## src/design/bmdf_pkg.sv

```systemverilog
// Shared types, field widths, verdict and register codes for the bridged
// message dedup filter. No dependencies; imported by every design module.
package bmdf_pkg;

    localparam int DEDUP_DEPTH_DEF = 64;

    localparam int ID_W       = 32;
    localparam int TIME_W     = 32;
    localparam int TTL_W      = 8;
    localparam int BAND_W     = 4;
    localparam int PORT_W     = 10;
    localparam int PLEN_W     = 8;
    localparam int WINMIN_W   = 9;
    localparam int WIN_W      = 25;
    localparam int VERDICT_W  = 3;
    localparam int COUNT_W    = 7;
    localparam int CFG_IDX_W  = 2;
    localparam int CFG_DATA_W = 10;

    localparam logic [CFG_IDX_W-1:0] CFG_OWN_BAND     = 2'd0;
    localparam logic [CFG_IDX_W-1:0] CFG_WINDOW       = 2'd1;
    localparam logic [CFG_IDX_W-1:0] CFG_REFUSED_PORT = 2'd2;

    localparam logic [VERDICT_W-1:0] VERDICT_BAD_ID    = 3'd0;
    localparam logic [VERDICT_W-1:0] VERDICT_DUP       = 3'd1;
    localparam logic [VERDICT_W-1:0] VERDICT_TTL       = 3'd2;
    localparam logic [VERDICT_W-1:0] VERDICT_SAME_BAND = 3'd3;
    localparam logic [VERDICT_W-1:0] VERDICT_RECORDED  = 3'd4;
    localparam logic [VERDICT_W-1:0] VERDICT_REFUSED   = 3'd5;
    localparam logic [VERDICT_W-1:0] VERDICT_REINJECT  = 3'd6;
    localparam logic [VERDICT_W-1:0] VERDICT_CLEANUP   = 3'd7;

    localparam logic [WINMIN_W-1:0] WIN_DEFAULT_MIN = 9'd60;
    localparam logic [WINMIN_W-1:0] WIN_LOW_MIN     = 9'd10;
    localparam logic [WINMIN_W-1:0] WIN_HIGH_MIN    = 9'd360;
    localparam logic [15:0]         MS_PER_MIN      = 16'd60000;
    localparam logic [COUNT_W-1:0]  COUNT_SAT       = 7'd127;

    // Controller to datapath
    typedef struct packed {
        logic load;      // capture the input word, restart the scan
        logic rd_en;     // read one store entry, advance the scan
        logic wipe;      // invalidate one store entry, advance the scan
        logic commit;    // record an admitted message
        logic out_load;  // move the verdict into the output register
    } bmdf_cmd_t;

    // Datapath to controller
    typedef struct packed {
        logic scan_last; // the scan counter sits on the final entry
    } bmdf_sts_t;

    // Clamp the window in minutes and convert it to milliseconds
    function automatic logic [WIN_W-1:0] window_ms(input logic [WINMIN_W-1:0] minutes);
        logic [WINMIN_W-1:0] m;
        logic [WIN_W-1:0]    prod;
        m = minutes;
        if (m == '0) begin
            m = WIN_DEFAULT_MIN;
        end else if (m < WIN_LOW_MIN) begin
            m = WIN_LOW_MIN;
        end else if (m > WIN_HIGH_MIN) begin
            m = WIN_HIGH_MIN;
        end
        prod = WIN_W'(m) * WIN_W'(MS_PER_MIN);
        return prod;
    endfunction

endpackage

```

## src/design/bmdf_ctrl.sv

```systemverilog
// Sequencer for the dedup filter: reset clearing pass, store scan, commit
// and result handoff. Depends on bmdf_pkg for the command and status structs.
module bmdf_ctrl
    import bmdf_pkg::*;
(
    input  logic      aclk,
    input  logic      aresetn,
    input  logic      s_valid,
    output logic      s_ready,
    output logic      m_valid,
    input  logic      m_ready,
    output bmdf_cmd_t cmd,
    input  bmdf_sts_t sts
);

    localparam logic [2:0] ST_CLEAR  = 3'd0;
    localparam logic [2:0] ST_IDLE   = 3'd1;
    localparam logic [2:0] ST_SCAN   = 3'd2;
    localparam logic [2:0] ST_DRAIN  = 3'd3;
    localparam logic [2:0] ST_COMMIT = 3'd4;
    localparam logic [2:0] ST_RESULT = 3'd5;

    logic [2:0] state_reg, state_next;
    logic       out_valid_reg, out_valid_next;

    always_comb begin
        state_next = state_reg;
        cmd        = '0;
        s_ready    = 1'b0;
        case (state_reg)
            ST_CLEAR: begin
                cmd.wipe = 1'b1;
                if (sts.scan_last) begin
                    state_next = ST_IDLE;
                end
            end
            ST_IDLE: begin
                s_ready = 1'b1;
                if (s_valid) begin
                    cmd.load   = 1'b1;
                    state_next = ST_SCAN;
                end
            end
            ST_SCAN: begin
                cmd.rd_en = 1'b1;
                if (sts.scan_last) begin
                    state_next = ST_DRAIN;
                end
            end
            // last read word is evaluated here
            ST_DRAIN: begin
                state_next = ST_COMMIT;
            end
            ST_COMMIT: begin
                cmd.commit = 1'b1;
                state_next = ST_RESULT;
            end
            ST_RESULT: begin
                if (!out_valid_reg || m_ready) begin
                    cmd.out_load = 1'b1;
                    state_next   = ST_IDLE;
                end
            end
            default: begin
                state_next = ST_IDLE;
            end
        endcase
    end

    always_comb begin
        out_valid_next = out_valid_reg;
        if (cmd.out_load) begin
            out_valid_next = 1'b1;
        end else if (m_ready) begin
            out_valid_next = 1'b0;
        end
    end

    always_ff @(posedge aclk) begin
        if (!aresetn) begin
            state_reg     <= ST_CLEAR;
            out_valid_reg <= 1'b0;
        end else begin
            state_reg     <= state_next;
            out_valid_reg <= out_valid_next;
        end
    end

    assign m_valid = out_valid_reg;

    a_valid_from_result: assert property (@(posedge aclk) disable iff (!aresetn)
        $rose(out_valid_reg) |-> $past(state_reg == ST_RESULT))
        else $error("output valid rose outside the result state");

    a_accept_starts_scan: assert property (@(posedge aclk) disable iff (!aresetn)
        (s_valid && s_ready) |=> (state_reg == ST_SCAN))
        else $error("accepted word did not start a scan");

    a_no_output_in_clear: assert property (@(posedge aclk) disable iff (!aresetn)
        (state_reg == ST_CLEAR) |-> (!out_valid_reg && !s_ready))
        else $error("handshake active during clearing pass");

endmodule

```

## config.mk

```make
export PLATFORM = sky130hd
export DESIGN_NAME = bmdf_ctrl
export DESIGN_NICKNAME = d
export VERILOG_FILES = /design/src/design/bmdf_pkg.sv /design/src/design/bmdf_ctrl.sv
export SDC_FILE = /design/constraint.sdc
export NUM_CORES = 1
export LEC_CHECK = 0
export ABC_AREA = 1
export BUFFER_PORTS_ARGS = -buffer_cell sky130_fd_sc_hd__buf_2
export CAP_MARGIN = 30
export CORE_AREA = 2 2 39 41
export CTS_CLUSTER_DIAMETER = 200
export DETAILED_ROUTE_END_ITERATION = 12
export DIE_AREA = 0 0 41 43
export SYNTH_ARGS = -nofsm -noshare
export SYNTH_HDL_FRONTEND = slang
export SYNTH_SLANG_ARGS = --single-unit
```

## constraint.sdc

```tcl
create_clock -name aclk -period 1.2 [get_ports aclk]
set_input_delay 0.12 -clock aclk [delete_from_list [all_inputs] [get_ports aclk]]
set_output_delay 0.12 -clock aclk [all_outputs]
set_load 0.02 [all_outputs]
```

Word level (Yosys, flattened, before mapping)
Cells that the tools add are included.
{ "word_totals": {"latchBits": 0, "reg_bits": 4, "n_memories": 0, "ram_bits": 0, "romBits": 0, "inputBits": 5, "word_cells": 31} }
{ "classes": {"shifts": 0, "n_reduce_logical": 5, "mux": 15, "multipliers": 0, "order_cmp": 0, "n_div": 0, "n_bitwise": 0, "eq_ne": 9, "addsub": 0} }
{ "ops": {"columns": ["operator", "n"], "rows": [
  ["case mux 3 bit (6 select lines)", 1],
  ["2-to-1 mux 3 bit", 4],
  ["2-to-1 mux 1 bit", 10],
  ["!= test 2 bit (second input constant)", 4],
  ["equality test 3 x 2 -> 1 bit (second input constant)", 2],
  ["equality test 3 bit (second input constant)", 2],
  ["AND reduction 4 bit", 1],
  ["equality test 3 x 1 -> 1 bit (second input constant)", 1],
  ["logical NOT 3 bit", 1],
  ["nonzero test 2 bit", 1],
  ["logical NOT 1 bit", 1],
  ["logical OR 1 bit", 1]
]} }

Longest topological paths before layout
Gate-level depths: netlist of run 1.
{ "logic_depth": {"ltp_word": 5, "ltp_mapped": 7} }

Worst setup path after synthesis of run 1
OpenSTA, ideal clock, no wires.
{ "synth_timing": {"path_type": "flip-flop to flip-flop", "start": "register out_valid_reg (netlist: m_valid)", "end": "register state_reg[1]", "t_arrival_ns": 0.976, "setup_slack_ns": 0.111, "path_stages_with_launch": 8, "t_required_ns": 1.087, "setup_time_ns": 0.113, "cell_sequence": "dfxtp_1 inv_1 nor2_1 nand3_1 nand3_2 nand2_1 nand2_1 nor2_1"} }
{ "synth_via": {"elab_chain_cells": 4} }
{ "synth_lines": {"columns": ["element", "line_no", "text"], "rows": [
  ["start, declared", "bmdf_ctrl.sv:24", "logic out_valid_reg, out_valid_next;"],
  ["start signal, assigned", "bmdf_ctrl.sv:85", "out_valid_reg <= out_valid_next;"],
  ["logical NOT 1 bit", "bmdf_ctrl.sv:59", "if (!out_valid_reg || m_ready) begin"],
  ["logical OR 1 bit", "bmdf_ctrl.sv:59", null],
  ["!= test 2 bit (no source line)", null, null],
  ["AND reduction 4 bit (no source line)", null, null],
  ["end signal, assigned", "bmdf_ctrl.sv:84", "state_reg <= state_next;"],
  ["end, declared", "bmdf_ctrl.sv:23", "logic [2:0] state_reg, state_next;"]
]} }
No other way between the ends.
A chain may end at the register's enable or synchronous reset.

==> reports/qor.csv, run 1 <==
stage,metric,value,unit
run_status,status,"finished, final reports clean",
setup_path,critical path class,reg2out,
floorplanning,I/O pins,12,
grt,pin count of the biggest net entering global routing,6,
drt,DRC viols,0,
timing,final hold viol count,0,
power,Comb power frac,34.3,%
cells_and_area,FF+latch area,88.8,µm²
floorplanning,Die Height,43,µm
yosys,"Net Count, Synth",46,
floorplanning,Die ar.,0.00176,mm²
timing,final hold slack,0.132,ns
cells_and_area,Largest register FFs,3,
setup_path,CP bufs+invs,2,
timing,Worst slew margin,89.1,%
setup_path,Worst Path Required,1.08,ns
grt,initial antenna violation count,0,
power,net switching power,173,µW
cells_and_area,most frequent cells in the layout,"buf_2 (8), inv_1 (7), nor2_1 (7), buf_4 (7), nand2_1 (6)",
placed_design,Placed Cells incl. Taps,68,
setup_path,"slowest stage delay, CP",0.36,ns
power,peak supply drop,0.000297,V
clocking,CTS Buf Count,3,
timing,pins over their slew limit,0,
setup_path,CP Capture Type,output port,
cells_and_area,Final Non-Filler Cells,75,
clocking,CTS root buf,clkbuf_4,
power,Pint,333,µW
clocking,TritonCTS Sinks,4,
cells_and_area,Layout Area Growth over Synthesis,70.1,%
yosys,Async SR Flop Fraction,0,%
setup_path,CP Cell Sequence,inv_4 > nand2_4 > nor3_4 > buf_6,
clocking,H-tree levels,1,
cells_and_area,"commonest non-fill, non-tap cell in the layout",buf_2,
power,Pwr per Cell Area,1170,mW/mm²
grt,GRT met3 Usage,3.14,%
timing,fmax,849,MHz
grt,vias in the first global route,239,
yosys,Avg Inst Size Synth,6.23,µm²
floorplanning,starting density of the core,18.4,%
setup_path,critical path's slowest cell,dfxtp_4,
job,Max Cap Viol,0,
drt,Iteration-0 DRC Markers,1,
yosys,Syn Inst Count,41,
yosys,Ys Warns,0,
grt,GR Overflow Total,0,
setup_path,cell family with most CP delay,flip-flops,
power,clock share of power,32.5,%
setup_path,Critical Path AT,1.06,ns
drt,drt pass-1 iters,2,
timing,RSZ-0062 raised after global routing,yes,
setup_path,CP Max Fanout,5,
power,overall power,506,µW
power,Leak,0.234,nW
min_path,Hold Crit Depth,3,
placed_design,RD Place Congestion,0.685,
setup_path,Worst Setup Start Kind,flop,
yosys,Yosys cell types,15,
yosys,register area share after synthesis,31.4,%
setup_path,stages on the worst setup path,4,
grt,grt met2 use,12.2,%
drt,Post-DRT Antenna Nets,0,
grt,met1 GRT Util,7.40,%
timing,setup TNS,0,ns
floorplanning,Die X,41,µm
cells_and_area,Fill cells,150,
placed_design,DP HPWL,452,µm
min_path,worst hold path class,in2reg,
floorplanning,core region area,0.00138,mm²
power,Switching Share,34.2,%
yosys,Mapped Area,255,µm²
drt,Vias,293,
grt,busiest grt layer,met2,
cells_and_area,Multi-input gate area,156,µm²
cells_and_area,nets@finish,66,
drt,DR WL/cell,8.07,µm
timing,Setup Viol. Count Final,0,
cells_and_area,Antenna Cells,0,
placed_design,port bufs,11,
timing,clk_skew,0.00547,ns
clocking,Max clock buf depth,2,
drt,WL final,605,µm
timing,Slew @ Worst Pin,0.163,ns
floorplanning,Rows,14,
timing,final period utilization,98.2,%
grt,Total GRT Usage,8.63,%
cells_and_area,layout cells sized above 1,55.9,%
clocking,clk slew on worst S/H paths,0.04,ns
yosys,ys flop type,dfxtp_1,
clocking,"Clk Latency, worst-skew pair",0.23,ns
grt,first-pass GRT wire length,917,µm
yosys,"EDFF count, synth",0,
yosys,post-synthesis register bit count,4,
drt,Vias/cell,3.91,
clocking,TritonCTS clock tree,yes,
setup_path,Worst R2R Path Depth,8,
power,power share of the sequential group,33.2,%
timing,crit path time final,1.18,ns
## power groups by stage
stage | Clock [mW] | Sequential, mW | Combinational, mW
after floorplan | 0 | 0.159 | 0.0984
after global placement | 0 | 0.161 | 0.134
after detailed placement | 0 | 0.161 | 0.135
after CTS | 0.174 | 0.162 | 0.149
after global routing | 0.179 | 0.171 | 0.192
final | 0.165 | 0.168 | 0.174
## metrics by stage
| stage | area, µm² | util [%] | setup slack [ns] |
|---|---|---|---|
| 6_report | 434 | 31.4 | 0.0221 |
| 3_5_place_dp | 330 | 23.9 | 0.0973 |
| 2_1_floorplan | 255 | - | 0.111 |
| 3_3_place_gp | 330 | 23.9 | 0.117 |
| 4_1_cts | 384 | 27.8 | -0.0101 |
| 5_1_grt | 434 | 31.4 | -0.0337 |
## worst min-delay path: stages
cell and delay [ns]:
buf_2 0.12, inv_1 0.05, a31oi_1 0.03
## cells in the mapped netlist (2+ instances only)
library cell	instances	share of area (%)
nor2_1	9	13
nand2_1	8	12
inv_1	7	10
dfxtp_1	4	31
inv_2	2	2.9
nand3_2	2	7.8
## per-layer routing
| metal | wire length [µm] | share of wire [%] |
|---|---|---|
| met1 | 232 | 38 |
| met2 | 329 | 54 |
| met3 | 33 | 5.5 |
| met4 | 9 | 1.5 |
| met5 | 0 | 0 |
## worst paths after layout
check	to	start	slack (ns)
setup / recovery	cmd[0]	state_reg[1]	0.02
hold / removal	state_reg[2]	aresetn	0.13
setup reg to reg	state_reg[1]	state_reg[0]	0.14
hold reg to reg	state_reg[2]	state_reg[1]	0.53
## kinds of logic after synthesis
| kind of cell | share of synthesized area (%) |
|---|---|
| AND/OR/NAND/NOR | 45.6 |
| buffers and inverters | 17.6 |
| flip-flops | 31.4 |
| AO/OA/AOI/OAI | 5.39 |
## timing repair
action,4_1_cts,5_1_grt
setup buffers,2,2
pin swaps,2,2
hold buffers,0,0
setup endpoints to repair,4,5
gates resized for setup,7,11
## layout make-up
cell class	count	share of cell area (%)
well taps	16	4.61
inverters	10	9.80
flip-flops and latches	4	20.5
repair buffers	16	23.9
multi-input cells	26	36.0
clock buffers	3	5.19
(Power assumes the default switching activity.)
==> inputs of run 2 (changes only) <==
- ABC_AREA: 1 -> 0
- clock period: 1.2 -> 1.25 ns (I/O delays scaled with it)
==> run 2 against run 1 <==
Compared with the run above:
- the flow now finishes with violations (setup timing)
- die area unchanged
- setup slack got worse by 0.040 ns
- first-iteration DRC count stayed put
- non-clock buffer count shrank 2
- largest power group is now the clock network
==> reports/qor.csv, run 2 <==
stage,metric,value,unit
setup_path,Worst Path Required,1.12,ns
run_status,status,finished with violations,
setup_path,CP bufs+invs,1,
setup_path,worst reg2reg setup slack,0.23,ns
setup_path,"slowest stage delay, CP",0.35,ns
power,Pwr per Cell Area,1020,mW/mm²
placed_design,port bufs,11,
setup_path,CP Capture Type,output port,
clocking,H-tree levels,1,
power,Leak,0.171,nW
clocking,Max clock buf depth,2,
cells_and_area,Antenna Cells,0,
cells_and_area,Layout Area Growth over Synthesis,55.8,%
clocking,TritonCTS Sinks,4,
yosys,Yosys cell types,18,
timing,Setup Viol. Count Final,1,
yosys,most frequent cell after synthesis,dfxtp_1,
cells_and_area,"commonest non-fill, non-tap cell in the layout",buf_2,
floorplanning,Rows,14,
timing,clk_skew,0.00215,ns
drt,Vias,220,
yosys,Async SR Flop Fraction,0,%
cells_and_area,layout cells sized above 1,67.5,%
setup_path,CP Cell Sequence,and2b_2 > and2b_2 > buf_6,
timing,final period utilization,101,%
setup_path,critical path's slowest cell,dfxtp_4,
grt,Total GRT Usage,6.42,%
yosys,Mapped Area,238,µm²
setup_path,Worst R2R Path Depth,3,
grt,first-pass GRT wire length,648,µm
cells_and_area,most frequent cells in the layout,"buf_2 (9), nand2_1 (3), clkbuf_4 (3), buf_4 (3)",
drt,DRC viols,0,
grt,initial antenna violation count,0,
placed_design,Placed Cells incl. Taps,50,
setup_path,crit path to,cmd[1],
setup_path,CP Max Fanout,5,
grt,pin count of the biggest net entering global routing,13,
yosys,top post-synthesis cells by area,"dfxtp_1 (34%), nor3b_1 (6.3%), o21a_1 (6.3%), nor3b_2 (5.3%), and4b_2 (4.7%)",
power,peak supply drop,0.000275,V
setup_path,Critical Path AT,1.14,ns
setup_path,Worst Setup Start Kind,flop,
floorplanning,I/O pins,12,
timing,worst setup margin,-0.0177,ns
setup_path,Worst R2R Start,state_reg[1],
timing,pins over their slew limit,0,
min_path,Min-Delay Startpoint,aresetn,
floorplanning,Die ar.,0.00176,mm²
timing,final hold viol count,0,
clocking,CTS Buf Count,3,
setup_path,stages on the worst setup path,3,
grt,GR Overflow Total,0,
drt,drt pass-1 iters,2,
grt,vias in the first global route,164,
setup_path,cell repeated most along the worst path,and2b_2,
yosys,post-synth top area share,33.7,%
yosys,cell taking the most area after synthesis,dfxtp_1,
cells_and_area,Final Non-Filler Cells,56,
yosys,Ys Warns,0,
setup_path,cell family with most CP delay,simple AND/OR/NAND/NOR gates,
drt,Iteration-0 DRC Markers,1,
floorplanning,Die X,41,µm
clocking,CTS root buf,clkbuf_4,
drt,DR WL/cell,8.23,µm
timing,crit path time final,1.27,ns
placed_design,RD Place Congestion,0.545,
yosys,register area share after synthesis,33.7,%
drt,WL final,461,µm
drt,Vias/cell,3.93,
yosys,list of most frequent post-synthesis cells,"dfxtp_1 (4), nand2_1 (3), nor3b_1 (2), o21a_1 (2)",
clocking,clk slew on worst S/H paths,0.04,ns
timing,RSZ-0062 raised after global routing,yes,
timing,Slew @ Worst Pin,0.141,ns
clocking,"Clk Latency, worst-skew pair",0.23,ns
cells_and_area,final core utilization,26.8,%
yosys,Avg Inst Size Synth,9.51,µm²
clocking,TritonCTS clock tree,yes,
yosys,ys flop type,dfxtp_1,
min_path,worst hold path class,in2reg,
yosys,"Net Count, Synth",30,
setup_path,Worst Setup SP,state_reg[1],
timing,fmax,789,MHz
placed_design,DP HPWL,344,µm
cells_and_area,Largest register FFs,3,
yosys,post-synthesis register bit count,4,
yosys,Syn Inst Count,25,
job,Max Cap Viol,0,
cells_and_area,nets@finish,47,
timing,Worst slew margin,90.5,%
yosys,"EDFF count, synth",0,
floorplanning,starting density of the core,17.2,%
floorplanning,core region area,0.00138,mm²
setup_path,critical path class,reg2out,
setup_path,r2r endpoint,state_reg[2],
run_status,violated checks,setup timing,
drt,Post-DRT Antenna Nets,0,
floorplanning,Die Height,43,µm
run 2: worst reg2reg max path, stage by stage, from the launching register on:
cell     delay, ns
dfxtp_4       0.35
and2b_2       0.24
buf_4         0.13
a31o_1        0.19
run 2: worst min path at each step:
stage | end | slack, ns | depth (start not counted)
after floorplan | state_reg[0] | 0.24 | 1
after global routing | state_reg[0] | 0.16 | 2
final | state_reg[0] | 0.16 | 2
after CTS | state_reg[0] | 0.15 | 2
after detailed placement | state_reg[0] | 0.40 | 2
after global placement | state_reg[0] | 0.39 | 2
run 2: area by class of cell:
class,count,area [µm²]
well taps,16,20.0
flip-flops and latches,4,88.8
clock buffers,3,22.5
fillers,152,1010
repair buffers,14,90.1
multi-input cells,19,149
run 2: timing repair:
action / CTS / global route
endpoints found under the setup margin: 4 / 3
hold buffers: 0 / 0
pin swaps: 0 / 0
buffers inserted: 2 / 1
gates resized for setup: 10 / 1
run 2: report_power, final:
part / switching [mW] / internal [mW] / leakage (nW)
combinational: 0.0344 / 0.0391 / 0.123
clock: 0.0507 / 0.107 / 0.0138
sequential: 0.0116 / 0.134 / 0.0344
run 2: layer usage:
metal | routed length (µm) | vias to the layer above | global-route usage [%]
met5 | 0 | - | 0
met4 | 0 | 0 | 10.0
met3 | 42 | 0 | 3.14
met2 | 240 | 6 | 7.81
met1 | 178 | 96 | 5.77
li1 | - | 118 | -
run 2: per-stage QoR:
stage / setup TNS [ns] / worst slack [ns] / power, mW / hold slack, ns / instance area (µm²)
6_report: -0.0177 / -0.0177 / 0.377 / 0.156 / 370
5_1_grt: -0.113 / -0.0479 / 0.407 / 0.161 / 370
4_1_cts: -0.0270 / -0.0167 / 0.390 / 0.147 / 362
3_5_place_dp: 0 / 0.117 / 0.214 / 0.403 / 299
3_3_place_gp: 0 / 0.128 / 0.213 / 0.391 / 299
2_1_floorplan: 0 / 0.114 / 0.197 / 0.242 / 243
run 2: cell families (layout without fill, tap and decap cells):
kind of cell,count (synthesis),in the layout,synth area share [%]
buffers and inverters,2,17,7.90
AOI/OAI and AO/OA,5,5,15.3
DFF,4,4,33.7
muxes,1,1,4.74
and+or+nand+nor,13,13,38.4
==> inputs of run 3 (changes only) <==
- SETUP_SLACK_MARGIN: not set -> 0.4
==> run 3 against run 2 <==
Compared with the run above:
- highest routed layer unchanged
- power is 15% higher
- global-route usage is 1.7 points higher
- non-clock buffer count is 4 higher
- cell area is 27% higher
- largest power group unchanged
- the flow still finishes with violations (setup timing)
==> reports/qor.csv, run 3 (synthesized netlist as in run 2, its figures left out) <==
stage,metric,value,unit
run_status,status,finished with violations,
run_status,violated checks,setup timing,
cells_and_area,most frequent cells in the layout,"buf_6 (9), buf_2 (5), buf_4 (4)",
min_path,hold path endpoint,state_reg[0],
clocking,CTS root buf,clkbuf_4,
cells_and_area,Fill cells,148,
floorplanning,Die Height,43,µm
clocking,TritonCTS Sinks,4,
floorplanning,Rows,14,
setup_path,Worst R2R Path Depth,5,
setup_path,critical path class,reg2out,
setup_path,worst reg2reg setup slack,0.04,ns
drt,WL final,605,µm
timing,fmax,797,MHz
grt,pin count of the biggest net entering global routing,8,
setup_path,Worst R2R Start,state_reg[1],
clocking,clk slew on worst S/H paths,0.04,ns
setup_path,CP Capture Type,output port,
clocking,Max clock buf depth,2,
min_path,Min-Delay Startpoint,aresetn,
grt,Total GRT Usage,8.14,%
job,Max Cap Viol,0,
drt,DR WL/cell,9.92,µm
timing,crit path time final,1.26,ns
timing,Setup Viol. Count Final,1,
timing,Worst slew margin,88.9,%
cells_and_area,Antenna Cells,0,
drt,Vias/cell,3.98,
min_path,Hold Crit Depth,2,
cells_and_area,"commonest non-fill, non-tap cell in the layout",buf_6,
power,peak supply drop,0.000321,V
clocking,CTS Buf Count,3,
cells_and_area,Final Instance Area,469,µm²
grt,GR Overflow Total,0,
timing,final hold slack,0.148,ns
drt,Vias,243,
clocking,"Clk Latency, worst-skew pair",0.24,ns
grt,initial antenna violation count,0,
clocking,TritonCTS clock tree,yes,
cells_and_area,Layout Area Growth over Synthesis,97.4,%
placed_design,port bufs,11,
floorplanning,I/O pins,12,
timing,worst setup margin,-0.00524,ns
timing,clk_skew,0.00723,ns
placed_design,DP HPWL,339,µm
setup_path,Worst Setup Start Kind,flop,
timing,final hold viol count,0,
drt,Post-DRT Antenna Nets,0,
timing,pins over their slew limit,0,
timing,RSZ-0062 raised after global routing,yes,
setup_path,Critical Path AT,1.13,ns
drt,drt pass-1 iters,2,
grt,vias in the first global route,216,
cells_and_area,layout cells sized above 1,77.8,%
grt,first-pass GRT wire length,890,µm
drt,Iteration-0 DRC Markers,2,
clocking,H-tree levels,1,
floorplanning,starting density of the core,17.2,%
floorplanning,core region area,0.00138,mm²
power,Pwr per Cell Area,928,mW/mm²
drt,DRC viols,0,
floorplanning,Die ar.,0.00176,mm²
cells_and_area,nets@finish,51,
power,Leak,0.211,nW
placed_design,RD Place Congestion,0.559,
cells_and_area,Largest register FFs,3,
placed_design,Placement Cell Area,319,µm²
floorplanning,Die X,41,µm
timing,Slew @ Worst Pin,0.166,ns
placed_design,pre-CTS setup slack,0.184,ns
setup_path,CP Max Fanout,3,
setup_path,Worst Path Required,1.12,ns
timing,final period utilization,100,%
setup_path,r2r endpoint,state_reg[1],
min_path,worst hold path class,in2reg,
[run 3: changes by cell type in the layout (fill, tap and decap cells not counted), sizes merged]
cell	previous run	this run
buf	14	18
clkbuf	3	4
[run 3: stage by stage]
step           power (mW)  setup TNS (ns)  std cells  utilization (%)
2_1_floorplan       0.204               0         25                -
3_3_place_gp        0.220               0         50             23.1
3_5_place_dp        0.221               0         50             23.1
4_1_cts             0.438         -0.0331         59             30.9
5_1_grt             0.471         -0.0784         61             33.9
6_report            0.435        -0.00524         61             33.9
[run 3: worst max path at each step]
stage / from / to / cells past startpoint / slack [ns]
floorplan: state_reg[0] / cmd[2] / 2 / 0.23
global placement: state_reg[1] / cmd[0] / 3 / 0.19
detailed placement: state_reg[1] / cmd[0] / 3 / 0.18
CTS: state_reg[1] / cmd[1] / 3 / -0.02
global route: state_reg[1] / cmd[1] / 3 / -0.05
finish: state_reg[1] / cmd[1] / 3 / -0.005
[run 3: area by class of cell]
class | instances | area (µm²) | area share (%)
clock buffer | 4 | 26.3 | 5.60
timing repair buffer | 18 | 156 | 33.3
sequential | 4 | 91.3 | 19.5
tap | 16 | 20.0 | 4.27
multi-input combinational | 19 | 175 | 37.3
[run 3: worst max-delay path: stages (launching register included)]
cell and delay [ns]:
dfxtp_4 0.36, and2b_1 0.20, and2b_2 0.20, buf_6 0.13
[run 3: report_power, final]
group | switching [mW] | internal (mW)
clock network | 0.0545 | 0.120
logic | 0.0492 | 0.0707
registers | 0.00870 | 0.132
[run 3: per-layer routing]
layer / wire length [µm] / track usage [%]
met1: 238 / 8.71
met2: 336 / 10.3
met3: 31 / 4.71
met4: 0 / 8.00
met5: 0 / 0
[run 3: repair_timing]
action	4_1_cts	5_1_grt
buffers inserted	5	2
setup endpoints to repair	10	11
cloned	0	0
gates resized for setup	15	8
pin swaps	1	8
hold buffers	0	0
hold endpoints to repair	0	0
